$ cat src/sv/rmq_pkg.sv
package rmq_pkg;

    localparam int NUM_COMP = 4;

    // lane order of the four components
    localparam int LANE_X = 0;
    localparam int LANE_Y = 1;
    localparam int LANE_Z = 2;
    localparam int LANE_W = 3;

    // sideband that travels with every transaction down the pipeline
    typedef struct packed {
        logic                valid;
        logic                invalid;
        logic [NUM_COMP-1:0] neg;
    } rmq_tag_t;

    typedef enum logic [1:0] {
        BR_X = 2'd0,
        BR_Y = 2'd1,
        BR_Z = 2'd2,
        BR_W = 2'd3
    } rmq_branch_t;

endpackage

$ cat src/sv/rmq_div.sv
module rmq_div #(
    parameter int FRAC_BITS = 14,
    parameter int MW        = 18,
    parameter int RW        = 16
) (
    input  logic                                 clk,
    input  logic                                 rst_n,
    input  rmq_pkg::rmq_tag_t                    tag_in,
    input  logic [rmq_pkg::NUM_COMP-1:0][MW-1:0] mag_in,
    input  logic [RW-1:0]                        root,
    output logic                                 done,
    output logic [rmq_pkg::NUM_COMP-1:0][15:0]   quat,
    output logic                                 invalid
);
    import rmq_pkg::*;

    localparam int QB = FRAC_BITS + 2;
    localparam int NW = MW + FRAC_BITS + 1;
    localparam int EW = (QB + 1 > 16) ? QB + 1 : 16;
    localparam logic [QB-1:0] ONE_Q = QB'(1) << FRAC_BITS;

    // numerator build and overflow check
    logic [NUM_COMP-1:0][NW-1:0] num;
    logic [NUM_COMP-1:0][NW-1:0] hi;
    logic [RW:0]                 den;

    rmq_tag_t                    tag0_reg;
    logic [RW:0]                 den0_reg;
    logic [NUM_COMP-1:0][RW:0]   p0_reg;
    logic [NUM_COMP-1:0][QB-1:0] lo0_reg;
    logic [NUM_COMP-1:0]         sat0_reg;

    assign den = {root, 1'b0};

    always_comb
    begin
        for (int i = 0; i < NUM_COMP; i++)
        begin
            num[i] = NW'({mag_in[i], {FRAC_BITS{1'b0}}}) + NW'(root);
            hi[i]  = num[i] >> QB;
        end
    end

    always_ff @(posedge clk or negedge rst_n)
    begin
        if (!rst_n)
            tag0_reg <= '0;
        else
            tag0_reg <= tag_in;
    end

    always_ff @(posedge clk)
    begin
        den0_reg <= den;
        for (int i = 0; i < NUM_COMP; i++)
        begin
            p0_reg[i]   <= hi[i][RW:0];
            lo0_reg[i]  <= num[i][QB-1:0];
            sat0_reg[i] <= (hi[i] >= NW'(den));
        end
    end

    // restoring division, one quotient bit per stage
    rmq_tag_t                    tag_reg [QB];
    logic [RW:0]                 den_reg [QB];
    logic [NUM_COMP-1:0][RW:0]   p_reg   [QB];
    logic [NUM_COMP-1:0][QB-1:0] lo_reg  [QB];
    logic [NUM_COMP-1:0][QB-1:0] q_reg   [QB];
    logic [NUM_COMP-1:0]         sat_reg [QB];

    for (genvar j = 0; j < QB; j++)
    begin : g_step
        rmq_tag_t                    tag_p;
        logic [RW:0]                 den_p;
        logic [NUM_COMP-1:0][RW:0]   p_p, p_next;
        logic [NUM_COMP-1:0][QB-1:0] lo_p, q_p, q_next;
        logic [NUM_COMP-1:0]         sat_p;

        if (j == 0)
        begin : g_first
            assign tag_p = tag0_reg;
            assign den_p = den0_reg;
            assign p_p   = p0_reg;
            assign lo_p  = lo0_reg;
            assign q_p   = '0;
            assign sat_p = sat0_reg;
        end
        else
        begin : g_next
            assign tag_p = tag_reg[j-1];
            assign den_p = den_reg[j-1];
            assign p_p   = p_reg[j-1];
            assign lo_p  = lo_reg[j-1];
            assign q_p   = q_reg[j-1];
            assign sat_p = sat_reg[j-1];
        end

        always_comb
        begin
            logic [RW+1:0] ps;
            for (int i = 0; i < NUM_COMP; i++)
            begin
                ps = {p_p[i], lo_p[i][QB-1-j]};
                if (ps >= {1'b0, den_p})
                begin
                    p_next[i] = (RW+1)'(ps - {1'b0, den_p});
                    q_next[i] = {q_p[i][QB-2:0], 1'b1};
                end
                else
                begin
                    p_next[i] = ps[RW:0];
                    q_next[i] = {q_p[i][QB-2:0], 1'b0};
                end
            end
        end

        always_ff @(posedge clk or negedge rst_n)
        begin
            if (!rst_n)
                tag_reg[j] <= '0;
            else
                tag_reg[j] <= tag_p;
        end

        always_ff @(posedge clk)
        begin
            den_reg[j] <= den_p;
            p_reg[j]   <= p_next;
            lo_reg[j]  <= lo_p;
            q_reg[j]   <= q_next;
            sat_reg[j] <= sat_p;
        end
    end

    // saturate, apply sign, output register
    rmq_tag_t                    tag_last;
    logic [NUM_COMP-1:0][15:0]   quat_next, quat_reg;
    logic                        done_reg, invalid_reg;

    assign tag_last = tag_reg[QB-1];

    always_comb
    begin
        logic [QB-1:0] qs;
        logic [EW-1:0] qe;
        for (int i = 0; i < NUM_COMP; i++)
        begin
            qs = (sat_reg[QB-1][i] || q_reg[QB-1][i] > ONE_Q) ? ONE_Q : q_reg[QB-1][i];
            qe = EW'(qs);
            if (tag_last.neg[i])
                qe = -qe;
            quat_next[i] = tag_last.invalid ? 16'd0 : qe[15:0];
        end
    end

    always_ff @(posedge clk or negedge rst_n)
    begin
        if (!rst_n)
        begin
            done_reg    <= 1'b0;
            invalid_reg <= 1'b0;
        end
        else
        begin
            done_reg    <= tag_last.valid;
            invalid_reg <= tag_last.invalid;
        end
    end

    always_ff @(posedge clk)
    begin
        quat_reg <= quat_next;
    end

    assign done    = done_reg;
    assign quat    = quat_reg;
    assign invalid = invalid_reg;

endmodule

$ cat config.mk
export PLATFORM = sky130hd
export DESIGN_NAME = rmq_div
export DESIGN_NICKNAME = d
export VERILOG_FILES = /design/src/sv/rmq_pkg.sv /design/src/sv/rmq_div.sv
export SDC_FILE = /design/constraint.sdc
export NUM_CORES = 2
export LEC_CHECK = 0
export ABC_CLOCK_PERIOD_IN_PS = 4090
export CAP_MARGIN = 20
export CELL_PAD_IN_SITES_DETAIL_PLACEMENT = 0
export CELL_PAD_IN_SITES_GLOBAL_PLACEMENT = 2
export CORE_ASPECT_RATIO = 0.7
export CORE_MARGIN = 2
export CORE_UTILIZATION = 42
export CTS_CLUSTER_SIZE = 28
export DETAILED_ROUTE_END_ITERATION = 12
export DONT_BUFFER_PORTS = 1
export PLACE_DENSITY = 0.8
export SLEW_MARGIN = 20
export SYNTH_ARGS = -nofsm -noshare
export SYNTH_HDL_FRONTEND = slang
export SYNTH_SLANG_ARGS = --single-unit
$ cat constraint.sdc
create_clock -name clk -period 4.09 [get_ports clk]
set_input_delay 0.409 -clock clk [delete_from_list [all_inputs] [get_ports clk]]
set_output_delay 0.409 -clock clk [all_outputs]
set_load 0.01 [all_outputs]
==> qor.yml <==
finish:
  multi_input_area_um2: 56500
  register_area_um2: 42200
  largest_reg_flops: 960
  nFillCells: 22328
  drive_above_1_share_pct: 9.12
  flow.area_growth_from_synthesis_pct: 13.0
  stdcell_area_um2: 115000
  fin_nets: 12122
global_routing:
  grt_max_degree: 105
  grt_overflow_total: 0
  grt_usage_pct: 26.2
  grt_antenna_before_repair: 27
  grt_first_pass_wirelength_mm: 484
  grt_pass1_vias: 73684
worst_hold_path:
  hold_path_class: "in -> reg"
  hold_start: "root[9]"
  min_path_cells: 1
  holdPathEnd: "g_step[0].lo_p[57]"
floorplan:
  ios: 162
  core_um2: 239000
  fp-row-count: 150
  die_h_um: 415
  start_util_pct: 42.4
  die-area_um2: 246000
  die_w_um: 592
setup_path:
  cp_slowest_stage_delay_ps: 660
  reg2reg_from: "lo_reg[0][241]"
  critPathRequiredTime_ps: 4820
  crit_slowest_cell: "a21o_1"
  cp_num_buf_inv: 1
  crit_fanout: 15
  critPathLaunchType: "register"
  crit_family: "compound AO/OA/AOI/OAI gates"
  r2r-end: "p_reg[0][309]"
  reg2regPathDepth: 10
  path_cells: "inv_1 > ha_1 > nor2b_1 > o21ai_0 > nand2b_1 > a21oi_1 > o31ai_1 > a31oi_1 > a21o_1 > mux2_2"
  endpoint_kind: "register"
  rrSetupSlack_ps: 440
  cp.depth: 10
  arrival_ps: 4380
  crit_type: "reg -> reg"
timing:
  fin_skew_ps: 69.3
  post-route-period-util_pct: 89.2
  drv_slew: 0
  fmax_ghz: 0.274
  setup_violations: 0
  fin_crit_ps: 3650
  setup_tns_ps: 0
  max_slew.worst_pin.slew_ps: 1020
  fin_hold_ws_ps: 69.6
  fin_ws_ps: 440
  rsz0062_at_grt: "no"
  slew_headroom_pct: 31.6
  finalHoldViolCount: 0
synthesis:
  synth-async-reset-ratio_pct: 4.99
  synth_flop_cell: "dfxtp_1"
  synthCells: 10587
  ys_seq_area_share_pct: 41.6
  avgSynthCellArea_um2: 9.59
  syn-num-nets: 11807
  synth_seq_cells: 2084
  synth-xor-area-share_pct: 6.48
  yosys.area_share.simple_pct: 12.8
  ys_top_cells_by_area: "dfxtp_1 (39%), ha_1 (13%), a21oi_1 (4.3%)"
  synth_top_cell_area_share_pct: 39.1
  synth_compound_area_share_pct: 17.3
  syn_area_um2: 102000
  post-synth-top-count-cell: "dfxtp_1"
  synth-edff-count: 0
  synth_area_leader_cell: "dfxtp_1"
  ys_warn_count: 0
  ys_types: 113
  synth_top_family_by_area: "compound AO/OA/AOI/OAI gates"
  yosys-top-cells-count: "dfxtp_1 (1980), ha_1 (1060), a21oi_1 (864)"
  synth-adder-area-share_pct: 14.3
  synthMuxAreaShare_pct: 4.64
routing:
  drt_first_pass_iters: 6
  ant_nets: 0
  post_drt_wl_per_cell_um: 23.3
  drtIter0Drc: 6285
  drc: 0
  vias: 78549
  viasPerCell: 5.51
  routed_wl_mm: 332
placed_design:
  globalplace.congestion: 0.913
  place_ws_ps: 258
  portBuffers: 0
  placed_area_um2: 106000
  hpwl_mm: 264
pwr:
  p_leak_uw: 0.0503
  p_per_area_nw_per_um2: 948
  irDropWorstVdd_mv: 0.392
job:
  drv_cap: 0
clock_tree:
  clock_latency_ps: 900
  clk_pin_slew_ps: 70
  postCtsSetupBuffers: 0
  cts_sinks: 2084
  htree_levels: 4
  cts_root_buffer: "clkbuf_16"
  cts_buffers: 210
  clockBufferDepth: 4
  cts_tree: "built"
status:
  status: "finished, final reports clean"
## through the flow
step	power [uW]	instances	util (%)
after floorplan	71100	10587	-
after global placement	86500	13736	44.2
after detailed placement	86700	13736	44.2
after CTS	108000	14260	47.9
after global routing	116000	14260	47.9
final	109000	14266	47.9
## cell families (layout without fill, tap and decap cells)
| group | count (synthesis) | count (layout) |
|---|---|---|
| AND/OR/NAND/NOR | 2716 | 2716 |
| other | 0 | 6 |
| buffers and inverters | 745 | 1226 |
| AO/OA/AOI/OAI | 2743 | 2743 |
| flip-flops | 2084 | 2084 |
| adder cells (fa/ha/maj) | 1124 | 1124 |
| XOR/XNOR | 751 | 751 |
| multiplexers | 424 | 424 |
## what timing repair did
item / in CTS / in global routing
hold buffers: 146 / 0
setup endpoints to repair: 0 / 1
gates resized for setup: 0 / 1
hold endpoints to repair: 206 / 0
## routing by layer
metal	GRT usage, %	part of all wire [%]	up-vias
li1	-	-	38610
met1	43.3	54	37266
met2	35.2	38	2307
met3	3.13	5.9	364
met4	5.35	2.0	2
met5	0	0.0039	-
## layout by cell type (no fill, tap or decap), drive strengths merged, types with 74 or more instances in the layout
| cell | instances |
|---|---|
| dfxtp | 1980 |
| ha | 1060 |
| a21oi | 869 |
| nand2 | 778 |
| nor2 | 753 |
| o21ai | 666 |
| inv | 595 |
| xnor2 | 441 |
| mux2 | 370 |
| xor2 | 310 |
| a21o | 307 |
| clkbuf | 264 |
| nor3 | 232 |
| nand3 | 176 |
| dlygate4sd3 | 145 |
| nor2b | 143 |
| nand4 | 130 |
| buf | 129 |
| o21a | 126 |
| dfrtp | 104 |
| nand2b | 93 |
| a211oi | 93 |
| a31oi | 74 |
## power breakdown
part | switching [uW] | internal (uW)
Sequential | 6960 | 28700
Combinational | 29300 | 23000
Clock | 8580 | 12200
## worst max-delay path by stage
stage / slack (ps) / startpoint / end
after floorplan: 1050 / q_reg[1][502] / quat[52]
after global placement: 260 / mag_in[0] / g_step[0].sat_p[0]
after detailed placement: 260 / q_reg[1][482] / quat[36]
after CTS: 200 / q_reg[1][482] / quat[36]
after global routing: 90 / q_reg[1][482] / quat[36]
final: 440 / lo_reg[0][241] / p_reg[0][309]
## final cells by class
class                      instances  area share [%]
inverter                         574            1.88
timing repair buffer             274            2.13
antenna                            6          0.0131
clock buffer                     264            5.05
multi-input combinational       7758            49.2
tap                             3192            3.48
clock inverter                   114            1.42
sequential                      2084            36.8
(Power assumes the default switching activity.)
