## src/sv/rmq_pkg.sv

```systemverilog
package rmq_pkg;

    localparam int NUM_COMP = 4;

    // lane order of the four components
    localparam int LANE_X = 0;
    localparam int LANE_Y = 1;
    localparam int LANE_Z = 2;
    localparam int LANE_W = 3;

    // sideband that travels with every transaction down the pipeline
    typedef struct packed {
        logic                valid;
        logic                invalid;
        logic [NUM_COMP-1:0] neg;
    } rmq_tag_t;

    typedef enum logic [1:0] {
        BR_X = 2'd0,
        BR_Y = 2'd1,
        BR_Z = 2'd2,
        BR_W = 2'd3
    } rmq_branch_t;

endpackage

```

## src/sv/rmq_front.sv

```systemverilog
module rmq_front #(
    parameter int FRAC_BITS = 14,
    parameter int TW        = 19,
    parameter int MW        = 18
) (
    input  logic                          clk,
    input  logic                          rst_n,
    input  logic                          start,
    input  logic signed [15:0]            m00,
    input  logic signed [15:0]            m01,
    input  logic signed [15:0]            m02,
    input  logic signed [15:0]            m10,
    input  logic signed [15:0]            m11,
    input  logic signed [15:0]            m12,
    input  logic signed [15:0]            m20,
    input  logic signed [15:0]            m21,
    input  logic signed [15:0]            m22,
    output rmq_pkg::rmq_tag_t             tag,
    output logic [rmq_pkg::NUM_COMP-1:0][MW-1:0] mag,
    output logic [MW-1:0]                 t_mag
);
    import rmq_pkg::*;

    localparam logic signed [TW-1:0] ONE_T =
        {{(TW-FRAC_BITS-1){1'b0}}, 1'b1, {FRAC_BITS{1'b0}}};

    logic signed [TW-1:0] a00, a01, a02, a10, a11, a12, a20, a21, a22;
    logic signed [TW-1:0] t_next;
    logic signed [NUM_COMP-1:0][TW-1:0] c_next;
    logic signed [TW-1:0] diag_sum;
    rmq_branch_t          br;

    logic                       vld1_reg;
    logic signed [TW-1:0]       t_reg;
    logic [NUM_COMP-1:0][TW-1:0] c_reg;

    rmq_tag_t                    tag_reg, tag_next;
    logic [NUM_COMP-1:0][MW-1:0] mag_reg, mag_next;
    logic [MW-1:0]               tmag_reg, tmag_next;

    assign a00 = {{(TW-16){m00[15]}}, m00};
    assign a01 = {{(TW-16){m01[15]}}, m01};
    assign a02 = {{(TW-16){m02[15]}}, m02};
    assign a10 = {{(TW-16){m10[15]}}, m10};
    assign a11 = {{(TW-16){m11[15]}}, m11};
    assign a12 = {{(TW-16){m12[15]}}, m12};
    assign a20 = {{(TW-16){m20[15]}}, m20};
    assign a21 = {{(TW-16){m21[15]}}, m21};
    assign a22 = {{(TW-16){m22[15]}}, m22};

    assign diag_sum = a00 + a11;

    // branch choice
    always_comb
    begin
        priority if (a22 < 0 && a00 > a11)
            br = BR_X;
        else if (a22 < 0)
            br = BR_Y;
        else if (diag_sum < 0)
            br = BR_Z;
        else
            br = BR_W;
    end

    always_comb
    begin
        unique case (br)
            BR_X:
            begin
                t_next = ONE_T + a00 - a11 - a22;
                c_next[LANE_X] = t_next;
                c_next[LANE_Y] = a10 + a01;
                c_next[LANE_Z] = a02 + a20;
                c_next[LANE_W] = a21 - a12;
            end
            BR_Y:
            begin
                t_next = ONE_T - a00 + a11 - a22;
                c_next[LANE_X] = a10 + a01;
                c_next[LANE_Y] = t_next;
                c_next[LANE_Z] = a21 + a12;
                c_next[LANE_W] = a02 - a20;
            end
            BR_Z:
            begin
                t_next = ONE_T - a00 - a11 + a22;
                c_next[LANE_X] = a02 + a20;
                c_next[LANE_Y] = a21 + a12;
                c_next[LANE_Z] = t_next;
                c_next[LANE_W] = a10 - a01;
            end
            default:
            begin
                t_next = ONE_T + a00 + a11 + a22;
                c_next[LANE_X] = a21 - a12;
                c_next[LANE_Y] = a02 - a20;
                c_next[LANE_Z] = a10 - a01;
                c_next[LANE_W] = t_next;
            end
        endcase
    end

    // sign and magnitude split
    always_comb
    begin
        tag_next.valid   = vld1_reg;
        tag_next.invalid = (t_reg <= 0);
        for (int i = 0; i < NUM_COMP; i++)
        begin
            tag_next.neg[i] = c_reg[i][TW-1];
            mag_next[i] = c_reg[i][TW-1] ? MW'(-c_reg[i]) : c_reg[i][MW-1:0];
        end
        tmag_next = tag_next.invalid ? '0 : t_reg[MW-1:0];
    end

    always_ff @(posedge clk or negedge rst_n)
    begin
        if (!rst_n)
        begin
            vld1_reg <= 1'b0;
            tag_reg  <= '0;
        end
        else
        begin
            vld1_reg <= start;
            tag_reg  <= tag_next;
        end
    end

    always_ff @(posedge clk)
    begin
        t_reg    <= t_next;
        c_reg    <= c_next;
        mag_reg  <= mag_next;
        tmag_reg <= tmag_next;
    end

    assign tag   = tag_reg;
    assign mag   = mag_reg;
    assign t_mag = tmag_reg;

endmodule

```

## config.mk

```make
export PLATFORM = sky130hd
export DESIGN_NAME = rmq_front
export DESIGN_NICKNAME = d
export VERILOG_FILES = /design/src/sv/rmq_pkg.sv /design/src/sv/rmq_front.sv
export SDC_FILE = /design/constraint.sdc
export NUM_CORES = 1
export LEC_CHECK = 0
export ABC_AREA = 1
export BUFFER_PORTS_ARGS = -buffer_cell sky130_fd_sc_hd__buf_2
export CAP_MARGIN = 0
export CORE_UTILIZATION = 61
export DETAILED_ROUTE_END_ITERATION = 10
export GPL_TIMING_DRIVEN = 1
export PLACE_DENSITY = 0.81
export RECOVER_POWER = 25
export REMOVE_ABC_BUFFERS = 1
export SLEW_MARGIN = 10
export SYNTH_ARGS = -nofsm -noshare
export SYNTH_HDL_FRONTEND = slang
export SYNTH_SLANG_ARGS = --single-unit
export TNS_END_PERCENT = 10
```

## constraint.sdc

```tcl
create_clock -name clk -period 2.1 [get_ports clk]
set_clock_uncertainty 0.2 [all_clocks]
set_input_delay 0.105 -clock clk [delete_from_list [all_inputs] [get_ports clk]]
set_output_delay 0.105 -clock clk [all_outputs]
set_load 0.005 [all_outputs]
```

==> results of run 1 <==
-- logic make-up after synthesis --
logic type	Yosys count	synth area share, %
and+or+nand+nor	1623	35.4
xor gates and xnor gates	161	6.98
AOI/OAI and AO/OA	272	7.22
DFF	192	19.2
buffers and inverters	542	10.3
adders and majority gates	290	20.8
-- through the flow --
step,TNS [ps],cells
2_1_floorplan,-106570,2988
3_3_place_gp,-103440,4261
3_5_place_dp,-114650,4261
4_1_cts,-47900,4306
-- what timing repair did --
item | 4_1_cts
hold buffers | 3
pin swaps | 122
endpoints found under the hold margin | 8
buffers inserted | 10
gates resized for setup | 257
setup endpoints to repair | 110
-- per-layer routing --
| metal | GRT overflow | GRT usage (%) |
|---|---|---|
| met5 | 0 | 26.2 |
| met4 | 5 | 59.7 |
| met3 | 0 | 47.7 |
| met2 | 12 | 86.9 |
| met1 | 0 | 66.3 |
-- synthesized netlist by cell type, types with 2 or more instances --
library cell    n  share of area [%]
a21o_1         11               0.41
a21oi_1       154                3.8
a31o_2          2              0.087
a31oi_1         5               0.15
and2_1          4               0.12
buf_1           2              0.037
buf_2          33               0.82
buf_4           2              0.074
clkbuf_1       54                1.0
clkinv_1        3              0.056
dfrtp_1         7               0.87
dfxtp_1       185                 18
fa_1           78                7.7
ha_1          212                 13
inv_1         445                8.3
inv_2           2              0.037
nand2_1       748                 14
nand3_1       351                8.7
nand3b_1       41                1.5
nand4_1       142                4.4
nor2_1        281                5.2
nor3_1         37               0.92
nor3_2          2              0.099
nor4_1          7               0.22
o21a_1          2              0.074
o21ai_0        76                1.9
o21ai_1         2              0.050
o21bai_1       15               0.56
o31ai_1         3               0.11
or2_2           4               0.12
xnor2_1        57                2.5
xor2_1        104                4.5
==> metrics, run 1 <==
Warnings, synthesis=0; pre-CTS WS=-2060 ps; sequential share of the synthesized area=19.2%; grt total ovfl=17; Site Rows=66; vias in the first global route=roughly 29000; Initial Util=a little over 60%; largest net degree at the start of global routing=142; I/O Pins=243; Top FF cell, synth=dfxtp_1; routability cong.=1.10; outcome=stopped before the end; CTS Buf Count=17; Syn Area/Cell=approximately 6.6 sq um; first-pass GRT wire length=~170000 um; stop err=[ERROR GRT-0116] Global routing finished with congestion. Check the congestion regions in the DRC Viewer.; H-Tree Depth=4; number of instances in the synthesized netlist=3080; CTS root buf=clkbuf_16; I/O Buffers=242; failing step=5_1_grt; CTS max path bufs=2; HPWL Detailed=about 71000 um; FF+latch count, synth=192; ys async rst share=3.65%; GRT Util Overall=66.1%; DP Area=0.0261 sq mm; Cell Area, Synth=0.0202 sq mm; number of synthesized flops with an enable pin=0; clock sink count=192; Synth cell types=41; DIE HEIGHT=184 um; Die W=~180 um
==> run 2: changes to the inputs <==
--- a/config.mk
+++ b/config.mk
@@ -8,10 +8,10 @@
 export ABC_AREA = 1
 export BUFFER_PORTS_ARGS = -buffer_cell sky130_fd_sc_hd__buf_2
 export CAP_MARGIN = 0
-export CORE_UTILIZATION = 61
+export CORE_UTILIZATION = 40
 export DETAILED_ROUTE_END_ITERATION = 10
 export GPL_TIMING_DRIVEN = 1
-export PLACE_DENSITY = 0.81
+export PLACE_DENSITY_LB_ADDON = 0.15
 export RECOVER_POWER = 25
 export REMOVE_ABC_BUFFERS = 1
 export SLEW_MARGIN = 10
==> run 2 against run 1 <==
Against the previous run:
- the flow now finishes, with violations (negative setup slack)
- synthesized area stayed put
- synthesized cell count stayed put
==> metrics, run 2 <==
max reg flops=76; Die ar.=0.0514 sq mm; Max Freq=0.321 GHz; largest net degree at the start of global routing=142; Syn Area/Cell=6.56 sq um (unchanged); R2R Path Start=c_reg[0]; Multi-input gate area=0.0155 sq mm; Initial Util=40.5% (-22 points); fillers=4842; Vias=roughly 24000; initial antenna violation count=1; fin nets=between 4000 and 5000; Placed Instances=4574 (+7.3%); Cell Area, Synth=0.0202 sq mm (unchanged); power per cell area=845 mW/mm^2; failing checks=negative setup slack; CP Launch Point=m00[1]; Site Rows=82 (+24%); DRC viols=0; worst slew pin tran=846 ps; Max FO, Critical Path=3; final worst slack=-1010 ps; CTS max path bufs=2 (unchanged); outcome=complete, but fails checks; ys async rst share=3.65% (unchanged); latest clock arrival within the worst-skew pair=450 ps; LEAKAGE=15.4 nW; Final Cycle Share=148%; Critical Path Slowest Stage Cell=fa_2; H-Tree Depth=4 (unchanged); crit path cell chain=buf_8, inv_6, buf_4, nand3_4, nor3_4, nand2_2, nor2_4, nand2_2, nor2_4, xor2_1, inv_1, fa_2, ha_4, a21o_1, buf_4, a21oi_4, nor2_1, nor2_1, nand3b_1, nand2_2, inv_2, nand2_2, nand4_1; CP endpoint kind=flop; Critical Path AT=approximately 3200 ps; Iteration-0 DRC Markers=1998; HPWL Detailed=76300 um (+7.7%); most frequent cell after synthesis=nand2_1; routability cong.=0.994 (-9.4%); clk slew on worst S/H paths=80 ps; Final Hold Fails=0; I/O Pins=243 (unchanged); first-pass GRT wire length=~130000 um; Yosys top cell by area=dfxtp_1; Post-synth top cells=nand2_1, inv_1, nand3_1, nor2_1, ha_1; vias in the first global route=22838; I/O Buffers=242 (unchanged); Final Setup Violations=95; most frequent cells in the layout=nand2_1, buf_4, inv_1; CTS tree=built; Critical Path Max Stage Delay=about 620 ps; CTS Buf Count=17 (unchanged); Final Non-Filler Cells=4623; FF+latch count, synth=192 (unchanged); wire length per cell=about 19 um; commonest non-fill, non-tap cell in the layout=nand2_1; FF+latch area=0.00388 sq mm; Routed Antenna Nets=0; RSZ-0062 raised after global routing=true; sequential share of the synthesized area=19.2% (unchanged); Layout Area Growth over Synthesis=45.0%; Warnings, synthesis=0 (unchanged); fin. max-slew vios=0; GRT Util Overall=34.2%; Synth cell types=41 (unchanged); number of instances in the synthesized netlist=3080 (unchanged); Top FF cell, synth=dfxtp_1; crit start category=primary input; number of synthesized flops with an enable pin=0 (unchanged); vias per cell=a little over 5; type of the tightest min-delay check=in2reg; Post-Route WL=88500 um; grt total ovfl=0; family with the most delay on the worst path=simple AND/OR/NAND/NOR gates; post-route minimum period=3110 ps; maximum capacitance violations=0; worst hold start=m12[0]; CP Class=in2reg; drt first pass iters=5; share of post-route cells with drive strength above 1=30.2%; post-synth top area share=18.3% (unchanged); core area=around 0.05 sq mm; VDD IR max=0.659 mV; Die W=227 um (+23%); CP most frequent cell=nand2_2; Crit path required time=between 2000 and 2500 ps; largest cells by area after synthesis=dfxtp_1, nand2_1, ha_1, nand3_1, inv_1; Crit path buffers/inverters=6; CTS root buf=clkbuf_16; Post-Route Hold Slack=80.9 ps; DIE HEIGHT=227 um (+23%); Max-slew headroom=43.6%; clock sink count=192 (unchanged)
-- run 2: cell counts after synthesis --
Identical to the previous run, type by type.
-- run 2: worst register-to-register path: stages (launching register included) --
cell     delay (ps)
dfxtp_1         320
inv_1           120
ha_1            170
inv_1            50
nor3_2          170
nand2_1         140
nor3_2          190
nand2_1         130
nor2_1          140
nor2_1           90
nor2_1          130
xnor2_1         180
-- run 2: stage by stage --
stage / worst slack [ps] / power (mW) / util [%] / cell area (sq um) / TNS (ps)
finish: -1010 / 24.8 / 58.7 / 29300 / -51370
global route: -1210 / 26.3 / 58.7 / 29300 / -64270
CTS: -1100 / 24.3 / 57.8 / 28900 / -53530
detailed placement: -2020 / 20.0 / 54.4 / 27200 / -117660
global placement: -1940 / 19.9 / 54.4 / 27200 / -115120
floorplan: -1520 / 12.3 / - / 19800 / -106570
-- run 2: layout make-up --
type,instances,share of cell area (%)
repair buffers,930,22.8
diodes,1,0.00854
multi-input cells,2346,53.0
well taps,672,2.87
clock inverters,15,0.760
flip-flops and latches,192,13.2
inverters,450,5.80
clock buffers,17,1.45
-- run 2: cell families after synthesis --
group / count (synthesis) / share of synthesized area (%)
and+or+nand+nor: 1623 / 35.4
buffers and inverters: 542 / 10.3
adders and majority gates: 290 / 20.8
AOI/OAI and AO/OA: 272 / 7.22
DFF: 192 / 19.2
xor gates and xnor gates: 161 / 6.98
-- run 2: timing repair --
action                                  4_1_cts  5_1_grt
endpoints found under the setup margin      100      109
buffers inserted                              5        8
hold endpoints to repair                      8        0
hold buffers                                  3        0
pin swaps                                    80       63
resized for setup                           203      109
-- run 2: report_power, final --
part	leakage [nW]	switching (mW)	internal (mW)	total (mW)
logic	13.4	8.53	6.57	15.1
clock network	0.313	1.72	1.77	3.49
registers	1.64	0.955	5.23	6.19
total	15.4	11.2	13.6	24.8
-- run 2: per-layer routing --
layer | part of all wire [%] | global-route usage (%) | up-vias
met1 | 45 | 46.5 | 11137
met2 | 46 | 56.4 | 870
met5 | 0 | 0 | -
met3 | 6.3 | 3.86 | 119
li1 | - | - | 11614
met4 | 3.1 | 10.3 | 0
-- run 2: worst paths after layout --
path                              to  slack (ps)  cells past startpoint
max                        c_reg[54]       -1010                     23
min                        c_reg[38]          80                      5
max reg2reg                  mag[16]         -40                     11
min reg2reg                   tag[5]         170                      0
max in group asynchronous     tag[2]         980                      3
min in group asynchronous     tag[4]         460                      3
Power figures use the tool's default switching activity.
