--- config.mk ---
export PLATFORM = sky130hd
export DESIGN_NAME = rmq_sqrt
export DESIGN_NICKNAME = d
export VERILOG_FILES = /design/src/sv/rmq_pkg.sv /design/src/sv/rmq_sqrt.sv
export SDC_FILE = /design/constraint.sdc
export NUM_CORES = 1
export LEC_CHECK = 0
export ABC_AREA = 1
export ABC_CLOCK_PERIOD_IN_PS = 2650
export BUFFER_PORTS_ARGS = -buffer_cell sky130_fd_sc_hd__buf_2
export CAP_MARGIN = 25
export CORE_ASPECT_RATIO = 1.75
export CORE_MARGIN = 3
export CORE_UTILIZATION = 59
export CTS_CLUSTER_SIZE = 24
export DETAILED_ROUTE_END_ITERATION = 10
export PLACE_DENSITY_LB_ADDON = 0.1
export SYNTH_ARGS = -nofsm -noshare
export SYNTH_HDL_FRONTEND = slang
export SYNTH_SLANG_ARGS = --single-unit
--- constraint.sdc ---
create_clock -name clk -period 2.65 [get_ports clk]
set_input_delay 0.3975 -clock clk [delete_from_list [all_inputs] [get_ports clk]]
set_output_delay 0.3975 -clock clk [all_outputs]
set_load 0.02 [all_outputs]
--- src/sv/rmq_pkg.sv ---
package rmq_pkg;

    localparam int NUM_COMP = 4;

    // lane order of the four components
    localparam int LANE_X = 0;
    localparam int LANE_Y = 1;
    localparam int LANE_Z = 2;
    localparam int LANE_W = 3;

    // sideband that travels with every transaction down the pipeline
    typedef struct packed {
        logic                valid;
        logic                invalid;
        logic [NUM_COMP-1:0] neg;
    } rmq_tag_t;

    typedef enum logic [1:0] {
        BR_X = 2'd0,
        BR_Y = 2'd1,
        BR_Z = 2'd2,
        BR_W = 2'd3
    } rmq_branch_t;

endpackage

--- src/sv/rmq_sqrt.sv ---
module rmq_sqrt #(
    parameter int FRAC_BITS = 14,
    parameter int MW        = 18,
    parameter int RW        = 16
) (
    input  logic                                 clk,
    input  logic                                 rst_n,
    input  rmq_pkg::rmq_tag_t                    tag_in,
    input  logic [rmq_pkg::NUM_COMP-1:0][MW-1:0] mag_in,
    input  logic [MW-1:0]                        t_in,
    output rmq_pkg::rmq_tag_t                    tag_out,
    output logic [rmq_pkg::NUM_COMP-1:0][MW-1:0] mag_out,
    output logic [RW-1:0]                        root
);
    import rmq_pkg::*;

    localparam int SW = 2 * RW;

    logic [SW-1:0]               v_reg    [RW];
    logic [RW+1:0]               rem_reg  [RW];
    logic [RW-1:0]               root_reg [RW];
    rmq_tag_t                    tag_reg  [RW];
    logic [NUM_COMP-1:0][MW-1:0] mag_reg  [RW];

    // one root bit per stage
    for (genvar k = 0; k < RW; k++)
    begin : g_stage
        logic [SW-1:0]               v_p;
        logic [RW+1:0]               rem_p;
        logic [RW-1:0]               root_p;
        rmq_tag_t                    tag_p;
        logic [NUM_COMP-1:0][MW-1:0] mag_p;
        logic [RW+1:0]               rem_sh, trial, rem_next;
        logic [RW-1:0]               root_next;

        if (k == 0)
        begin : g_first
            assign v_p    = SW'({t_in, {FRAC_BITS{1'b0}}});
            assign rem_p  = '0;
            assign root_p = '0;
            assign tag_p  = tag_in;
            assign mag_p  = mag_in;
        end
        else
        begin : g_next
            assign v_p    = v_reg[k-1];
            assign rem_p  = rem_reg[k-1];
            assign root_p = root_reg[k-1];
            assign tag_p  = tag_reg[k-1];
            assign mag_p  = mag_reg[k-1];
        end

        assign rem_sh = {rem_p[RW-1:0], v_p[SW-1-2*k -: 2]};
        assign trial  = {root_p, 2'b01};

        always_comb
        begin
            if (rem_sh >= trial)
            begin
                rem_next  = rem_sh - trial;
                root_next = {root_p[RW-2:0], 1'b1};
            end
            else
            begin
                rem_next  = rem_sh;
                root_next = {root_p[RW-2:0], 1'b0};
            end
        end

        always_ff @(posedge clk or negedge rst_n)
        begin
            if (!rst_n)
                tag_reg[k] <= '0;
            else
                tag_reg[k] <= tag_p;
        end

        always_ff @(posedge clk)
        begin
            v_reg[k]    <= v_p;
            rem_reg[k]  <= rem_next;
            root_reg[k] <= root_next;
            mag_reg[k]  <= mag_p;
        end
    end

    assign tag_out = tag_reg[RW-1];
    assign mag_out = mag_reg[RW-1];
    assign root    = root_reg[RW-1];

endmodule

==> out/metrics.cfg, run 1 <==
[floorplan]
start_util = 0.599
rows = 134
die_y_um = 375
core_um2 = 76600
die_area_um2 = 81300
die_x_um = 217
num_io_pins = 192

[clock_tree]
root_buffer = clkbuf_16
cts_buffers = 133
cts_sinks = 1674
cts_max_path_buffers = 3
tritoncts = built
post_cts_resized = 0
post-cts-setup-buffers = 0
ctsHoldBuffers = 98
htreeDepth = 4
clkTransAtPathRegs_ps = 70
clk_latency_ps = 750

[layout]
utilization = 0.698
layout_common_cells = 1578 x dfxtp_1, 828 x nand2_1, 473 x inv_1
n_antenna_cell = 0
nets = 4669
final_common_cell = dfxtp_1
regArea_um2 = 34000
syn2layout_area_growth_pct = 16.6
drive_gt1_frac = 0.123
largest_register_ff_count = 1152
fin_cells = 5555
fillerInstances = 5483
multi_input_area_um2 = 9810

[placed_design]
portBuffers = 191
dp_hpwl_um = 61700
preCtsSetupSlack_ps = 437
place_inst = 5213
globalplace.congestion = 0.951

[global_routing]
grt_pass1_wl_um = 136000
first_global_vias = 26960
overflow = 0
grtUsageTotal = 0.220
grt_max_degree = 56
grt_use_met3 = 0.0414
met2_usage = 0.452
busiest_layer = met2
use_met1 = 0.176
antenna_found_initial = 0

[pwr]
p_per_area_nw_per_um2 = 1070
seqPwrFrac = 0.508
internal_power_uw = 41600
p_sw_uw = 15800
clkPwrFrac = 0.344
p_leak_uw = 0.0258
swShare = 0.275
vdd_drop_max_uv = 1050
combPwrFrac = 0.148

[setup_path]
path_cells = inv_1 > ha_1 > nand2_1 > nand2_1 > a21boi_0 > inv_1 > nor2_1 > nand3_1 > a21oi_2
slowest_stage = a21boi_0
crit_path_start_kind = flip-flop
required_ps = 3330
crit_type = reg2reg
max_stage_delay_ps = 780
cp.arrival_ps = 2990
crit_fanout = 4
cp-end-kind = flip-flop

[sta]
clock_skew_ps = 30.0
finalSetupViolations = 0
fin_crit_sh = 0.875
rsz0062_at_grt = no
maxSlewViolCount = 0
timing.fmax_ghz = 0.431
fin_crit_ps = 2320
hold_violations = 0
fin_hold_ws_ps = 194
fin_ws_ps = 332
worst_slew_pin_slew_ps = 940
final.setup.tns_ps = 0
max_slew_margin = 0.368

[detailed_routing]
firstDrtPassIters = 5
finalWirelength_um = 87900
drc_errors = 0
vias = 25767
drtIter0Drc = 985
antenna_left = 0
drt-wirelength-per-cell_um = 15.8
vias_per_cell = 4.64

[synth]
netlist_area_um2 = 45900
synth_cell_types = 54
yosysSeqAreaShare = 0.741
syn_avg_cell_area_um2 = 11.4
synth_area_leaders = dfxtp_1 69%, nand2_1 6.8%, dfrtp_1 5.2%, inv_1 3.9%, ha_1 3.8%
ys.flop_type = dfxtp_1
synth_cells = 4008
netlist.area_leader.share = 0.689
synth_fp_nets = 4251
ys_ff_latch = 1674
synth_edf_count = 0
ys_warn_count = 0
synth.largest_area_cell = dfxtp_1
synthArstFlopShare = 0.0573

[job]
maxCapViolations = 0

[status]
status = completed

[worst_hold_path]
hold_class = in2async

[cell usage after synthesis (6+ instances only)]
master and number:
inv_1 473, dfrtp_1 96, o21bai_1 6, o21ai_0 37
a21oi_2 30, nand4_1 44, a21oi_1 77, o21ai_1 24
nor2_1 205, buf_6 13, ha_1 139, nand2_1 828
xor2_1 50, fa_1 6, dfxtp_1 1578, nand2_2 30
nor3_1 22, xnor2_1 30, nand3_1 192, o21ai_2 12
inv_2 23, nor2_2 13, nand2_4 7, nand3b_1 15
[power groups by stage]
stage | sequential [uW] | clock, uW | combinational, uW
6_report | 29100 | 19700 | 8520
5_1_grt | 29400 | 21200 | 9690
4_1_cts | 29200 | 20300 | 8590
3_5_place_dp | 29700 | 0 | 8420
3_3_place_gp | 29600 | 0 | 8350
2_1_floorplan | 29200 | 0 | 6160
[cell families (layout without fill, tap and decap cells)]
family                   Yosys count  in the layout  synth area share
flip-flops                      1674           1674             0.741
AND/OR/NAND/NOR                 1393           1393             0.132
buffers and inverters            518           1045            0.0453
AO/OA/AOI/OAI                    196            196            0.0259
adder cells (fa/ha/maj)          145            145            0.0405
XOR/XNOR                          81             81            0.0156
other                              1              1         0.0000817
[worst max-delay path: cells and delay by family, from the launching register on]
kind	cells	cell delay [ps]
fa+ha+maj	1	350
buf+inv	2	130
flops	1	320
simple gates	4	530
compound gates	2	930
[final timing paths]
| check | from | end | slack (ps) | cells after the start |
|---|---|---|---|---|
| max | root_reg[0][84] | rem_reg[0][121] | 330 | 9 |
| min | rst_n | g_stage[2].tag_p[2] | 190 | 2 |
| max reg2reg | root_reg[0][84] | rem_reg[0][121] | 330 | 9 |
| min reg2reg | mag_reg[0][86] | mag_reg[0][158] | 300 | 0 |
| max in group asynchronous | rst_n | g_stage[11].tag_p[4] | 1750 | 3 |
| min in group clk | mag_in[56] | mag_reg[0][56] | 280 | 2 |
[layer usage]
layer,vias up,part of all wire
met5,-,0
met3,302,0.029
met2,507,0.58
li1,13219,-
met4,0,0.077
met1,11739,0.31
[per-stage QoR]
step                      power (uW)  area [um2]
after floorplan                35300       45900
after global placement         38000       48000
after detailed placement       38100       48000
after CTS                      58000       53500
after global routing           60200       53500
final                          57400       53500
[cell type report]
class,instances,share of cell area
Sequential cell,1674,0.636
Multi-Input combinational cell,1816,0.183
Clock buffer,189,0.0715
Timing Repair Buffer,302,0.0386
Inverter,499,0.0353
Tap cell,1020,0.0239
Clock inverter,55,0.0118
No activity file was read; power rests on OpenSTA's default activity.
==> run 2, diff against run 1 <==
--- a/config.mk
+++ b/config.mk
@@ -6,7 +6,7 @@
 export NUM_CORES = 1
 export LEC_CHECK = 0
 export ABC_AREA = 1
-export ABC_CLOCK_PERIOD_IN_PS = 2650
+export ABC_CLOCK_PERIOD_IN_PS = 2640
 export BUFFER_PORTS_ARGS = -buffer_cell sky130_fd_sc_hd__buf_2
 export CAP_MARGIN = 25
 export CORE_ASPECT_RATIO = 1.75
==> constraint.sdc (replaced) <==
create_clock -name clk -period 2.64 [get_ports clk]
set_input_delay 0.396 -clock clk [delete_from_list [all_inputs] [get_ports clk]]
set_output_delay 0.396 -clock clk [all_outputs]
set_load 0.02 [all_outputs]
==> run 2 against run 1 <==
Worst setup slack improved by 100 ps. Die area stayed put. Highest routed layer unchanged. Sequential power barely moved. Via count about the same. Non-clock buffer count fell by 4. Routed wire length grew 0.51%. Combinational power is essentially flat. Worst hold slack improved by 14 ps. Critical path depth increased by 4. Register-to-register slack improved by 100 ps. Total power rose by 1.3%.
==> out/metrics.cfg, run 2 (same netlist as run 1, synthesis figures left out) <==
[setup_path]
r2r-start = rem_reg[1][72]
worstSetupStartpoint = rem_reg[1][72]
crit_path_start_kind = flip-flop
rr_endpoint = rem_reg[1][101]
required_ps = 3270
r2r_cells = 13
rrSetupSlack_ps = 440
crit_fanout = 19
cp-end-kind = flip-flop
crit_type = reg2reg
cp.arrival_ps = 2830
crit_end = rem_reg[1][101]

[floorplan]
core_um2 = 76600
rows = 134
die_x_um = 217
start_util = 0.599
die_area_um2 = 81300
die_y_um = 375
num_io_pins = 192

[sta]
clock_skew_ps = 33.2
fin_ws_ps = 436
rsz0062_at_grt = no
worst_slew_pin_slew_ps = 678
final.setup.tns_ps = 0
timing.fmax_ghz = 0.454
fin_crit_sh = 0.835
max_slew_margin = 0.544
maxSlewViolCount = 0
fin_hold_ws_ps = 208
hold_violations = 0
finalSetupViolations = 0
fin_crit_ps = 2200

[global_routing]
grtUsageTotal = 0.223
first_global_vias = 27449
overflow = 0
antenna_found_initial = 0
grt_pass1_wl_um = 138000
grt_max_degree = 54

[layout]
drive_gt1_frac = 0.123
layout_common_cells = 1578 x dfxtp_1, 828 x nand2_1, 473 x inv_1
final_common_cell = dfxtp_1
fillerInstances = 5476
design_area_um2 = 53600
nets = 4666
syn2layout_area_growth_pct = 16.8
largest_register_ff_count = 1152
n_antenna_cell = 0

[pwr]
vdd_drop_max_uv = 873
p_per_area_nw_per_um2 = 1080
p_leak_uw = 0.0258

[clock_tree]
tritoncts = built
htreeDepth = 4
cts_buffers = 134
cts_max_path_buffers = 3
root_buffer = clkbuf_16
clk_latency_ps = 750
cts_sinks = 1674
clkTransAtPathRegs_ps = 70

[placed_design]
dp_hpwl_um = 61300
preCtsSetupSlack_ps = 427
portBuffers = 191
placed_cell_area_um2 = 48000
globalplace.congestion = 0.942

[detailed_routing]
finalWirelength_um = 88300
vias_per_cell = 4.65
drt-wirelength-per-cell_um = 15.9
antenna_left = 0
drc_errors = 0
vias = 25780
firstDrtPassIters = 5
drtIter0Drc = 861

[worst_hold_path]
hold_class = in2async

[status]
status = completed

[job]
maxCapViolations = 0

run 2: cell count changes in the layout (fill, tap and decap cells not counted), sizes merged:
cell / previous run / this run
buf: 204 / 200
bufinv: 6 / 10
clkbuf: 189 / 193
clkinv: 33 / 29
clkinvlp: 5 / 3
inv: 510 / 506
run 2: routing by layer:
layer / GRT usage / routed length (um) / vias up / share of wire
met4: 0.164 / 6920 / 0 / 0.078
met3: 0.0399 / 2580 / 295 / 0.029
met2: 0.458 / 51600 / 536 / 0.58
met1: 0.179 / 27200 / 11731 / 0.31
li1: - / - / 13218 / -
met5: 0 / 0 / - / 0
run 2: per-stage QoR:
stage,cells,utilization,power (uW)
after global routing,5549,0.699,61000
after floorplan,4008,-,35500
after detailed placement,5209,0.626,38200
after global placement,5209,0.626,38100
after CTS,5549,0.699,58700
final,5549,0.699,58100
run 2: area by class of cell:
type | instances | area (um2) | share of cell area
inverters | 499 | 1890 | 0.0352
well taps | 1020 | 1280 | 0.0238
clock inverters | 49 | 679 | 0.0127
repair buffers | 298 | 2020 | 0.0377
multi-input cells | 1816 | 9810 | 0.183
flip-flops and latches | 1674 | 34000 | 0.634
clock buffers | 193 | 3930 | 0.0734
run 2: repair_timing:
item | in CTS | in global routing
setup buffers | 0 | 0
endpoints found under the hold margin | 140 | 0
hold buffers | 98 | 0
resized for setup | 0 | 0
run 2: power breakdown:
group	total, uW	switching (uW)	leakage, uW	internal [uW]
combinational	8550	5540	0.00917	3020
sequential	29200	1370	0.0144	27900
clock	20400	8860	0.00226	11500
run 2: critical path, cell delays in order (launching register included):
cell     delay (ps)
dfxtp_1         370
ha_1            220
inv_1            70
fa_1            410
inv_1            90
nand3_1          80
nand2_2         130
nand2_1          80
nand2_2          80
nand2_2          60
nand2_4         200
inv_2           150
nand2_1          90
nand2_1          50
run 2: worst min path at each step:
stage / start / endpoint / slack, ps / cells after the start
6_report: rst_n / g_stage[4].tag_p[2] / 210 / 2
5_1_grt: rst_n / g_stage[1].tag_p[2] / 240 / 2
4_1_cts: rst_n / g_stage[2].tag_p[2] / 170 / 2
3_5_place_dp: mag_reg[0][30] / mag_reg[0][102] / 310 / 0
3_3_place_gp: mag_reg[1][133] / mag_reg[1][205] / 310 / 0
2_1_floorplan: rst_n / g_stage[10].tag_p[0] / 100 / 0
==> run 3, diff against run 2 <==
--- a/config.mk
+++ b/config.mk
@@ -6,12 +6,12 @@
 export NUM_CORES = 1
 export LEC_CHECK = 0
 export ABC_AREA = 1
-export ABC_CLOCK_PERIOD_IN_PS = 2640
+export ABC_CLOCK_PERIOD_IN_PS = 1900
 export BUFFER_PORTS_ARGS = -buffer_cell sky130_fd_sc_hd__buf_2
 export CAP_MARGIN = 25
 export CORE_ASPECT_RATIO = 1.75
 export CORE_MARGIN = 3
-export CORE_UTILIZATION = 59
+export CORE_UTILIZATION = 54
 export CTS_CLUSTER_SIZE = 24
 export DETAILED_ROUTE_END_ITERATION = 10
 export PLACE_DENSITY_LB_ADDON = 0.1
==> constraint.sdc (replaced) <==
create_clock -name clk -period 1.9 [get_ports clk]
set_input_delay 0.285 -clock clk [delete_from_list [all_inputs] [get_ports clk]]
set_output_delay 0.285 -clock clk [all_outputs]
set_load 0.02 [all_outputs]
==> run 3 against run 2 <==
Non-clock buffer count increased by 198. Flip-flop and latch count unchanged. Core utilization decreased by 2.8 points. Global-route usage decreased by 2.2 points. Worst setup slack got worse by 430 ps. Via count increased by 3.0%. Critical path type unchanged. Largest power group unchanged.
==> out/metrics.cfg, run 3 (same netlist as run 1, synthesis figures left out) <==
[floorplan]
die_y_um = 392
rows = 140
start_util = 0.548
die_area_um2 = 88600
die_x_um = 226
core_um2 = 83700
num_io_pins = 192

[layout]
utilization = 0.671
nets = 4868
syn2layout_area_growth_pct = 22.5
final_common_cell = dfxtp_1
layout_common_cells = 1558 x dfxtp_1, 775 x nand2_1, 458 x inv_1
fin_cells = 5797
largest_register_ff_count = 1152
drive_gt1_frac = 0.198

[sta]
final.setup.tns_ps = 0
rsz0062_at_grt = yes
maxSlewViolCount = 0
fin_hold_ws_ps = 141
hold_violations = 0
fin_crit_sh = 0.998
clock_skew_ps = 36.4
finalSetupViolations = 0
fin_crit_ps = 1900
timing.fmax_ghz = 0.527

[global_routing]
grtUsageTotal = 0.201
grt_max_degree = 43
use_met1 = 0.157
antenna_found_initial = 2
busiest_layer = met2
met2_usage = 0.414
first_global_vias = 26959
overflow = 0
grt_pass1_wl_um = 135000
grt_use_met3 = 0.0391

[detailed_routing]
vias_per_cell = 4.58
drc_errors = 0
vias = 26544
antenna_left = 0
drtIter0Drc = 783
finalWirelength_um = 87800
drt-wirelength-per-cell_um = 15.2
firstDrtPassIters = 5

[clock_tree]
root_buffer = clkbuf_16
cts_buffers = 136
cts_max_path_buffers = 3
tritoncts = built
htreeDepth = 4
clkTransAtPathRegs_ps = 70
cts_sinks = 1674
clk_latency_ps = 740

[placed_design]
globalplace.congestion = 0.940
place_inst = 5419
portBuffers = 191
dp_hpwl_um = 64100

[setup_path]
crit_type = reg2reg
cp-end-kind = flip-flop
required_ps = 2580
crit_fanout = 5
crit_path_start_kind = flip-flop
cp.arrival_ps = 2580

[worst_hold_path]
hold_class = in2async

[pwr]
p_per_area_nw_per_um2 = 1490
p_leak_uw = 0.0269
vdd_drop_max_uv = 1200

[job]
maxCapViolations = 0

[status]
status = completed

## run 3: repair_timing
action | 4_1_cts | 5_1_grt
hold buffers | 99 | 0
endpoints found under the setup margin | 92 | 157
pin swaps | 6 | 43
setup buffers | 6 | 22
gates cloned | 0 | 5
hold endpoints to repair | 193 | 0
resized for setup | 42 | 193
## run 3: cell type report
class                   instances  area (um2)
fillers                      6374       27500
clock buffers                 188        3860
repair buffers                496        3700
inverters                     499        1920
flip-flops and latches       1674       34000
well taps                    1065        1330
repair inverters                2        15.0
multi-input cells            1816       10600
diodes                          1        2.50
clock inverters                56         790
## run 3: metal layers
layer	vias up	wire length [um]
met3	330	2690
met4	0	7320
met2	538	51200
met1	12072	26600
met5	-	0
li1	13604	-
## run 3: worst max-delay path, stage by stage, from the launching register on
cell       delay (ps)
dfxtp_2           320
inv_2              70
ha_4              140
inv_2              40
fa_2              400
inv_2              80
nand3_2            60
nand2_2           100
nand2_2            60
nand2_2            80
nand2_2            70
nand2_4           140
clkbuf_16         180
nand2_1            60
nand2_1            60
## run 3: final timing paths
kind | from | end | slack [ps] | cells after the start
setup / recovery | root_reg[1][64] | rem_reg[1][96] | 4 | 14
hold / removal | rst_n | tag_out[5] | 140 | 3
setup reg to reg | root_reg[1][64] | rem_reg[1][96] | 4 | 14
hold reg to reg | mag_reg[0][367] | mag_reg[0][439] | 300 | 0
max in group asynchronous | rst_n | g_stage[8].tag_p[5] | 860 | 4
min in group clk | mag_in[54] | mag_reg[0][54] | 180 | 2
## run 3: power by group
group,internal [uW],switching [uW]
clock network,16200,12100
registers,38700,2060
logic,6010,8640
total,60900,22800
## run 3: per-stage QoR
stage	instance area [um2]	setup WS [ps]	total power, uW
3_3_place_gp	49400	-183	54500
2_1_floorplan	45900	3.77	49300
5_1_grt	56200	-88.7	88100
3_5_place_dp	49400	-187	54600
6_report	56200	3.95	83800
4_1_cts	55200	0.668	83500
